File: src/rtl/itda_pkg.sv
// shared types and constants for the 64-bit integer to decimal text converter
`timescale 1ns / 1ps

package itda_pkg;

  localparam int InWidth    = 64;
  localparam int NumDigits  = 19;
  localparam int DigitCntW  = $clog2(NumDigits + 1);
  localparam int BitCntW    = $clog2(InWidth);
  localparam int CharWidth  = 7;

  localparam logic [CharWidth-1:0] CharMinus = 7'd45;
  localparam logic [CharWidth-1:0] CharZero  = 7'd48;
  localparam logic [CharWidth-1:0] CharNine  = 7'd57;

  localparam logic [3:0] DigitAdjustMin = 4'd5;
  localparam logic [3:0] DigitAdjustAdd = 4'd3;
  localparam logic [3:0] DigitZero      = 4'd0;

  typedef enum logic [2:0] {
    ST_IDLE,
    ST_CONVERT,
    ST_SKIP,
    ST_SIGN,
    ST_EMIT
  } state_t;

  typedef struct packed {
    logic clear;
    logic shift_bit;
    logic shift_digit;
  } cell_ctl_t;

endpackage

File: src/rtl/itda_if.sv
// valid/ready channel interfaces for the integer input and the character output
`timescale 1ns / 1ps

interface itda_value_if;
  logic        valid;
  logic        ready;
  logic signed [itda_pkg::InWidth-1:0] value;

  modport source (output valid, output value, input ready);
  modport sink   (input valid, input value, output ready);
endinterface

interface itda_char_if;
  logic        valid;
  logic        ready;
  logic [itda_pkg::CharWidth-1:0] character;
  logic        last;

  modport source (output valid, output character, output last, input ready);
  modport sink   (input valid, input character, input last, output ready);
endinterface

File: src/rtl/itda_bcd_cell.sv
// one decimal digit cell of the shift-and-add-3 chain
`timescale 1ns / 1ps

module itda_bcd_cell (
  input  logic                clk,
  input  itda_pkg::cell_ctl_t ctl,
  input  logic                bit_in,
  input  logic [3:0]          digit_in,
  output logic                carry,
  output logic [3:0]          digit
);

  logic [3:0] adj;

  // add 3 before the shift when the digit would overflow past nine
  assign adj   = (digit >= itda_pkg::DigitAdjustMin) ?
                 (digit + itda_pkg::DigitAdjustAdd) : digit;
  assign carry = adj[3];

  always_ff @(posedge clk) begin
    if (ctl.clear) begin
      digit <= itda_pkg::DigitZero;
    end else if (ctl.shift_bit) begin
      digit <= {adj[2:0], bit_in};
    end else if (ctl.shift_digit) begin
      digit <= digit_in;
    end
  end

endmodule

File: src/rtl/int64_to_decimal_ascii.sv
// steps: accept in idle, bit-serial conversion of the magnitude, then a walk dropping leading
// zeros (one digit shift per leading zero), then one character per cycle (up to 20) while ready,
// a minus sign first for a negative value; throughput is set by the bit-serial binary to bcd
// chain, the leading-zero walk and output stalls
// input is taken only when the previous text has fully left the block
// reset (rst, synchronous, active high) returns the control to idle; no result pending
`timescale 1ns / 1ps

module int64_to_decimal_ascii (
  input  logic        clk,
  input  logic        rst,
  itda_value_if.sink  num,
  itda_char_if.source text
);

  localparam int ND = itda_pkg::NumDigits;
  localparam int NW = itda_pkg::InWidth;
  localparam int CW = itda_pkg::DigitCntW;
  localparam int BW = itda_pkg::BitCntW;

  itda_pkg::state_t state, state_next;

  // magnitude shift register, msb feeds the lowest digit cell
  logic [NW-1:0] mag;
  logic          neg;
  logic [BW-1:0] bit_cnt;
  // digits still to be shown, counted from the top cell downward
  logic [CW-1:0] remaining;

  itda_pkg::cell_ctl_t ctl;

  logic [3:0] digit [ND];
  logic       carry [ND];
  logic [3:0] top_digit;
  logic       out_done;
  logic       top_is_lead_zero;

  // row of digit cells: cell 0 is least significant
  for (genvar i = 0; i < ND; i++) begin : g_cell
    logic       bit_in;
    logic [3:0] digit_in;
    if (i == 0) begin : g_first
      assign bit_in   = mag[NW-1];
      assign digit_in = itda_pkg::DigitZero;
    end else begin : g_rest
      assign bit_in   = carry[i-1];
      assign digit_in = digit[i-1];
    end
    itda_bcd_cell u_cell (
      .clk      (clk),
      .ctl      (ctl),
      .bit_in   (bit_in),
      .digit_in (digit_in),
      .carry    (carry[i]),
      .digit    (digit[i])
    );
  end

  assign top_digit        = digit[ND-1];
  assign out_done         = (remaining == CW'(1));
  assign top_is_lead_zero = (top_digit == itda_pkg::DigitZero) && !out_done;

  // next state
  always_comb begin
    state_next = state;
    case (state)
      itda_pkg::ST_IDLE: begin
        if (num.valid) state_next = itda_pkg::ST_CONVERT;
      end
      itda_pkg::ST_CONVERT: begin
        if (bit_cnt == BW'(NW - 1)) state_next = itda_pkg::ST_SKIP;
      end
      itda_pkg::ST_SKIP: begin
        if (!top_is_lead_zero) begin
          state_next = neg ? itda_pkg::ST_SIGN : itda_pkg::ST_EMIT;
        end
      end
      itda_pkg::ST_SIGN: begin
        if (text.ready) state_next = itda_pkg::ST_EMIT;
      end
      itda_pkg::ST_EMIT: begin
        if (text.ready && out_done) state_next = itda_pkg::ST_IDLE;
      end
      default: state_next = itda_pkg::ST_IDLE;
    endcase
  end

  // outputs and cell controls
  always_comb begin
    ctl            = '0;
    num.ready      = 1'b0;
    text.valid     = 1'b0;
    text.character = itda_pkg::CharZero + {3'b000, top_digit};
    text.last      = 1'b0;
    case (state)
      itda_pkg::ST_IDLE: begin
        num.ready = 1'b1;
        ctl.clear = num.valid;
      end
      itda_pkg::ST_CONVERT: begin
        ctl.shift_bit = 1'b1;
      end
      itda_pkg::ST_SKIP: begin
        ctl.shift_digit = top_is_lead_zero;
      end
      itda_pkg::ST_SIGN: begin
        text.valid     = 1'b1;
        text.character = itda_pkg::CharMinus;
      end
      itda_pkg::ST_EMIT: begin
        text.valid      = 1'b1;
        text.last       = out_done;
        ctl.shift_digit = text.ready && !out_done;
      end
      default: ;
    endcase
  end

  always_ff @(posedge clk) begin
    if (rst) begin
      state <= itda_pkg::ST_IDLE;
    end else begin
      state <= state_next;
    end
  end

  // datapath registers; counters are only read in states they were set for
  always_ff @(posedge clk) begin
    if (num.valid && num.ready) begin
      neg       <= num.value[NW-1];
      // unsigned negate also covers the most negative value
      mag       <= num.value[NW-1] ? (~num.value + NW'(1)) : num.value;
      bit_cnt   <= '0;
      remaining <= CW'(ND);
    end else begin
      if (ctl.shift_bit) begin
        mag     <= {mag[NW-2:0], 1'b0};
        bit_cnt <= bit_cnt + BW'(1);
      end
      if (ctl.shift_digit) begin
        remaining <= remaining - CW'(1);
      end
    end
  end

endmodule

File: src/flat_wrapper.sv
// flat-port wrapper written by rule: the top's interface ports become plain ports
module int64_to_decimal_ascii_flat 
  (clk, rst, num_valid, num_value, num_ready, text_valid, text_character, text_last, text_ready);
  itda_value_if num_i ();
  itda_char_if text_i ();
  input  logic clk;
  input  logic rst;
  input wire logic [$bits(num_i.valid)-1:0] num_valid;
  input wire logic [$bits(num_i.value)-1:0] num_value;
  output wire logic [$bits(num_i.ready)-1:0] num_ready;
  output wire logic [$bits(text_i.valid)-1:0] text_valid;
  output wire logic [$bits(text_i.character)-1:0] text_character;
  output wire logic [$bits(text_i.last)-1:0] text_last;
  input wire logic [$bits(text_i.ready)-1:0] text_ready;
  assign num_i.valid = num_valid;
  assign num_i.value = num_value;
  assign num_ready = num_i.ready;
  assign text_valid = text_i.valid;
  assign text_character = text_i.character;
  assign text_last = text_i.last;
  assign text_i.ready = text_ready;
  int64_to_decimal_ascii u_core (.clk(clk), .rst(rst), .num(num_i), .text(text_i));
endmodule
File: config.mk
export PLATFORM = sky130hd
export DESIGN_NAME = int64_to_decimal_ascii_flat
export DESIGN_NICKNAME = d
export VERILOG_FILES = /design/src/rtl/itda_pkg.sv /design/src/rtl/itda_if.sv /design/src/rtl/itda_bcd_cell.sv /design/src/rtl/int64_to_decimal_ascii.sv /design/src/flat_wrapper.sv
export SDC_FILE = /design/constraint.sdc
export NUM_CORES = 1
export LEC_CHECK = 0
export ABC_AREA = 1
export ABC_CLOCK_PERIOD_IN_PS = 4800
export BUFFER_PORTS_ARGS = -buffer_cell sky130_fd_sc_hd__buf_2
export CAP_MARGIN = 40
export CORE_UTILIZATION = 38
export DETAILED_ROUTE_END_ITERATION = 8
export PLACE_DENSITY_LB_ADDON = 0.12
export SYNTH_ARGS = -nofsm -noshare
export SYNTH_HDL_FRONTEND = slang
export SYNTH_SLANG_ARGS = --single-unit
File: constraint.sdc
create_clock -name clk -period 4.8 [get_ports clk]
set_input_delay 0.24 -clock clk [delete_from_list [all_inputs] [get_ports clk]]
set_output_delay 0.24 -clock clk [all_outputs]
set_load 0.005 [all_outputs]
==> impl_metrics.yaml, run 1 <==
yosys:
  ys.flop_type: "dfxtp_1"
  muxShareOfSynthArea_pct: 0
  yosysSeqAreaShare_pct: 35.5
  synth_edf_count: 65
  synth_top_area_share_pct: 18.5
  synthAdderAreaFrac_pct: 5.09
  synth_warnings: 0
  synth_top_area_cell: "edfxtp_1"
  synthTopCellsByArea: "edfxtp_1, nand2_1, dfxtp_1"
  ys_types: 36
  synth_area_um2: 10600
  ys_async_sr_fraction_pct: 0
  mappedNetlistNets: 1730
  synthCells: 1619
  yosysMostFrequentCell: "nand2_1"
  ys_top_cells_by_count: "nand2_1, o21ai_0, inv_1"
  synth.avg_cell_area_um2: 6.52
  yosys_register_bits: 155
  synth_simple_gate_area_share_pct: 32.4
  synth_compound_area_share_pct: 16.5
  synth_top_family_by_area: "simple AND/OR/NAND/NOR gates"
  synth-xor-area-share_pct: 1.91
clocking:
  cts-resized-gates: 0
  post-cts-setup-buffer-count: 0
  clock_sinks: 155
  clock_latency_ps: 430
  cts_tree: "done"
  cts.reportedPaths.clkPinSlew_ps: 60
  numCtsBuffers: 17
  cts_hold_buffers: 0
  clockRootBuffer: "clkbuf_16"
  clock_path_buffers: 2
  htree_levels: 4
grt:
  grt_pass1_vias: 9527
  grt_usage_pct: 20.7
  grt_pass1_wl_um: 47500
  grt_antenna_before_repair: 0
  grt_start_max_net_pins: 85
  overflow: 0
min_path:
  min_path_type: "in2reg"
  whs_path_depth: 4
finish:
  drive_gt1_share_pct: 7.78
  syn2layout_area_growth_pct: 11.6
  final_net_count: 1770
  n_antenna_cell: 0
  stdcell_area_um2: 11800
critical_path:
  worst-path-stages: 8
  regToRegEndpoint: "u_core.g_cell[11].u_cell.digit[0]"
  crit_type: "reg2reg"
  crit_end: "u_core.g_cell[11].u_cell.digit[0]"
  critical_path.startpoint: "u_core.remaining[0]"
  slowest_delay_ps: 610
  crit_required_ps: 5150
  worst-path-max-fanout: 72
  path_buf_inv: 1
  regToRegSetupSlack_ps: 2260
  cp_cell_sequence: "ha_1 > nand3_1 > nand4_1 > nand2_2 > nor2_4 > buf_4 > o21ai_0 > a21oi_1"
  cpLargestDelayFamily: "simple AND/OR/NAND/NOR gates"
  slowest_stage: "buf_4"
  reg2reg_depth: 8
  end_kind: "flip-flop"
  cp.arrival_ps: 2890
  r2r-start: "u_core.remaining[0]"
  startpoint_type: "flip-flop"
placed_design:
  dp_slack_ps: 2200
  hpwl_um: 20000
  port_buffers: 75
  place_congestion: 0.901
  dpl_cell_area_um2: 11200
routing:
  routed-via-count: 10296
  drt_wl_total_um: 28500
  drt_pass1_iterations: 5
  drtAntennaViolNets: 0
  drc: 0
  routed_via_density: 5.04
  initialDrtViolationCount: 736
  post_drt_wl_per_cell_um: 14.0
timing:
  fmax_mhz: 393
  worst_pin_slew_ps: 799
  period_needed_ps: 2540
  fin_tns_setup_ps: 0
  finalSetupViolations: 0
  postLayoutSetupSlackWorst_ps: 2260
  finalCritPeriodShare_pct: 53.0
  rsz0062_at_grt: "false"
  hold_viol: 0
  fin_skew_ps: 9.30
  relSlewSlack_pct: 46.7
  report.final.slew_viol_count: 0
pwr:
  p_per_area_nw_per_um2: 563
  totalPowerFinal_uw: 6640
  ir_drop_mv: 0.276
  p_leak_uw: 0.00519
run_status:
  status: "completed"
floorplanning:
  rows: 60
  die_h_um: 169
  fp.dieW_um: 169
  core-area_um2: 27100
  dieArea_um2: 28500
  io_pins: 78
  start_util_pct: 39.0
run:
  drv_cap: 0
-- worst min-delay path, cell delays in order --
cell and delay (ps):
buf_2 80, inv_1 60, nand2_1 70, a21oi_1 30
-- flip-flops by register name (all words and copies together), names as in the netlist --
signal                      cells
u_core.remaining                5
u_core.state                    3
u_core.neg                      1
u_core.g_cell.u_cell.digit     76
u_core.bit_cnt                  6
u_core.mag                     64
-- metal layers --
| layer | track usage [%] | wire length (µm) | vias up |
|---|---|---|---|
| met4 | 5.53 | 352 | 0 |
| met3 | 2.71 | 1080 | 23 |
| met5 | 0 | 0 | - |
| met2 | 34.6 | 13300 | 204 |
| li1 | - | - | 5408 |
| met1 | 27.9 | 13800 | 4661 |
-- kinds of logic after synthesis --
family / count (synthesis)
and+or+nand+nor: 830
adders and majority gates: 43
xor gates and xnor gates: 23
buffers and inverters: 226
DFF: 155
AOI/OAI and AO/OA: 340
other: 2
-- metrics by stage --
| stage | hold slack, ps | std cells | utilization, % |
|---|---|---|---|
| 6_report | 106 | 2043 | 43.5 |
| 5_1_grt | 110 | 2043 | 43.5 |
| 4_1_cts | 90.6 | 2043 | 43.5 |
| 3_5_place_dp | 472 | 2012 | 41.5 |
| 3_3_place_gp | 461 | 2010 | 41.3 |
| 2_1_floorplan | 339 | 1619 | - |
-- power breakdown --
part	total, µW	internal (µW)	switching (µW)
logic	2840	954	1880
registers	2530	2120	406
clock network	1270	704	567
total	6640	3780	2860
-- worst min path at each step --
stage                        endpoint  slack (ps)               from
floorplan                  u_core.neg         340      num_value[63]
global placement    u_core.bit_cnt[1]         460  u_core.bit_cnt[1]
detailed placement  u_core.bit_cnt[1]         470  u_core.bit_cnt[1]
finish                u_core.state[2]         110                rst
global route          u_core.state[0]         110                rst
CTS                   u_core.state[2]          90                rst
-- cells in the final DEF (no fill, tap or decap), types with 3 or more instances in the layout --
cell       count
a21oi_1      141
buf_2         75
buf_4          8
clkbuf_16     17
clkinv_2       5
clkinv_4       3
dfxtp_1       90
edfxtp_1      65
ha_1          43
inv_1        158
inv_2          3
nand2_1      487
nand3_1      143
nand3b_1       9
nand4_1       15
nor2_1       155
nor3_1         6
o211ai_1       4
o21ai_0      168
o21ai_1        6
o22ai_1       16
or2_2          4
xnor2_1        9
xor2_1        14
-- area by class of cell --
class | count | area (µm²)
Clock inverter | 13 | 105
Clock buffer | 18 | 429
Fill cell | 2879 | 15300
Timing Repair Buffer | 85 | 483
Sequential cell | 155 | 3750
Multi-Input combinational cell | 1238 | 5940
Inverter | 162 | 611
Tap cell | 372 | 465
Power figures use the tool's default switching activity.
==> run 2: changes to the inputs <==
--- a/config.mk
+++ b/config.mk
@@ -6,7 +6,7 @@
 export NUM_CORES = 1
 export LEC_CHECK = 0
 export ABC_AREA = 1
-export ABC_CLOCK_PERIOD_IN_PS = 4800
+export ABC_CLOCK_PERIOD_IN_PS = 2400
 export BUFFER_PORTS_ARGS = -buffer_cell sky130_fd_sc_hd__buf_2
 export CAP_MARGIN = 40
 export CORE_UTILIZATION = 38
==> constraint.sdc (replaced) <==
create_clock -name clk -period 2.4 [get_ports clk]
set_input_delay 0.12 -clock clk [delete_from_list [all_inputs] [get_ports clk]]
set_output_delay 0.12 -clock clk [all_outputs]
set_load 0.005 [all_outputs]
==> run 2 against run 1 <==
Against the previous run: final cell count is 0.69% higher; global-route usage rose by 0.33 points; sequential power is 99% higher; final area is 1.9% higher; clock power rose by 120%; critical path depth up 1; utilization increased by 0.83 points; count of clock-buffer cells in the layout increased by 4; via count increased by 1.0%; critical path type unchanged; largest power group unchanged.
==> impl_metrics.yaml, run 2 (synthesized netlist as in run 1, its figures left out) <==
timing:
  period_needed_ps: 1920
  worst_pin_slew_ps: 661
  fmax_mhz: 520
  fin_skew_ps: 11.8
  hold_viol: 0
  postLayoutSetupSlackWorst_ps: 477
  fin_tns_setup_ps: 0
  rsz0062_at_grt: "false"
  report.final.slew_viol_count: 0
  relSlewSlack_pct: 55.5
  finalCritPeriodShare_pct: 80.1
  finalSetupViolations: 0
clocking:
  clock_path_buffers: 2
  clock_latency_ps: 430
  cts-resized-gates: 0
  cts.reportedPaths.clkPinSlew_ps: 70
  numCtsBuffers: 17
  clock_sinks: 155
  cts_tree: "done"
  htree_levels: 4
  post-cts-setup-buffer-count: 0
  clockRootBuffer: "clkbuf_16"
placed_design:
  port_buffers: 75
  place_congestion: 0.886
  dp_slack_ps: 344
  hpwl_um: 20800
floorplanning:
  fp.dieW_um: 169
  dieArea_um2: 28500
  io_pins: 78
  core-area_um2: 27100
  die_h_um: 169
  rows: 60
  start_util_pct: 39.0
critical_path:
  regToRegSetupSlack_ps: 480
  cp_cell_sequence: "nand2_1 > nor2_1 > nand4_1 > nand2_2 > nor2_4 > inv_2 > buf_4 > o21ai_0 > a21oi_1"
  worst-path-max-fanout: 34
  startpoint_type: "flip-flop"
  crit_required_ps: 2760
  slowest_delay_ps: 470
  cp.arrival_ps: 2280
  crit_type: "reg2reg"
  end_kind: "flip-flop"
  slowest_stage: "dfxtp_1"
routing:
  routed_via_density: 5.06
  routed-via-count: 10399
  initialDrtViolationCount: 682
  post_drt_wl_per_cell_um: 14.2
  drc: 0
  drt_pass1_iterations: 5
  drtAntennaViolNets: 0
  drt_wl_total_um: 29100
run:
  drv_cap: 0
pwr:
  power_switching_uw: 5870
  p_leak_uw: 0.00530
  ir_drop_mv: 0.547
  power_frac_clock_pct: 20.5
  p_per_area_nw_per_um2: 1150
  comb_power_share_pct: 42.9
  p_seq_share_pct: 36.6
  swShare_pct: 42.6
  p_int_uw: 7900
grt:
  grt_pass1_wl_um: 48200
  grt_pass1_vias: 9642
  grt_start_max_net_pins: 87
  grt_antenna_before_repair: 0
  grt_usage_pct: 21.0
  overflow: 0
finish:
  syn2layout_area_growth_pct: 13.7
  largest_reg_flops: 76
  reg.largest.list: "u_core.g_cell.u_cell.digit x76, u_core.mag x64, u_core.bit_cnt x6"
  drive_gt1_share_pct: 8.49
  mostFrequentLayoutCell: "nand2_1"
  n_antenna_cell: 0
  final_net_count: 1783
  max_flop_register: "u_core.g_cell.u_cell.digit"
  mostFrequentLayoutCells: "nand2_1, o21ai_0, inv_1, nor2_1, nand3_1"
run_status:
  status: "completed"
min_path:
  min_path_type: "in2reg"
-- run 2: layout make-up --
type / instances / area [µm²]
Timing Repair Buffer: 98 / 638
Clock buffer: 22 / 497
Fill cell: 2853 / 15100
Multi-Input combinational cell: 1238 / 5940
Clock inverter: 10 / 101
Sequential cell: 155 / 3750
Tap cell: 372 / 465
Inverter: 162 / 611
-- run 2: layer usage --
metal / global-route usage (%) / routed length, µm / up-vias
met1: 27.3 / 13900 / 4719
li1: - / - / 5436
met2: 36.1 / 13800 / 210
met3: 3.23 / 1000 / 34
met4: 5.69 / 468 / 0
met5: 0 / 0 / -
-- run 2: critical path: cells and delay by family (launching register included) --
family | cells | cell delay [ps]
DFF | 1 | 470
buffers and inverters | 2 | 360
AOI/OAI and AO/OA | 2 | 260
and+or+nand+nor | 5 | 730
-- run 2: worst paths after layout --
check	to	start	cells past startpoint
max	u_core.g_cell[10].u_cell.digit[3]	u_core.state[1]	9
min reg2reg	u_core.bit_cnt[1]	u_core.bit_cnt[1]	2
min	u_core.mag[0]	num_value[0]	3
max reg2reg	u_core.g_cell[10].u_cell.digit[3]	u_core.state[1]	9
-- run 2: metrics by stage --
| stage | cells | total power, µW | hold WS (ps) | util (%) | cell area (µm²) |
|---|---|---|---|---|---|
| finish | 2057 | 13800 | 37.5 | 44.3 | 12000 |
| global route | 2057 | 15100 | 50.9 | 44.3 | 12000 |
| CTS | 2057 | 13900 | 25.8 | 44.3 | 12000 |
| detailed placement | 2024 | 11000 | 405 | 42.1 | 11400 |
| global placement | 2024 | 10900 | 413 | 42.1 | 11400 |
| floorplan | 1619 | 9270 | 219 | - | 10600 |
-- run 2: power groups by stage --
stage	Sequential, µW	Combinational (µW)	Clock (µW)
2_1_floorplan	4840	4430	0
6_report	5040	5910	2830
5_1_grt	5200	6890	2990
3_5_place_dp	5080	5950	0
4_1_cts	5030	5980	2890
3_3_place_gp	5060	5870	0
-- run 2: what timing repair did --
action	in CTS	in global routing
endpoints found under the setup margin	0	0
hold buffers	1	0
hold endpoints to repair	3	0
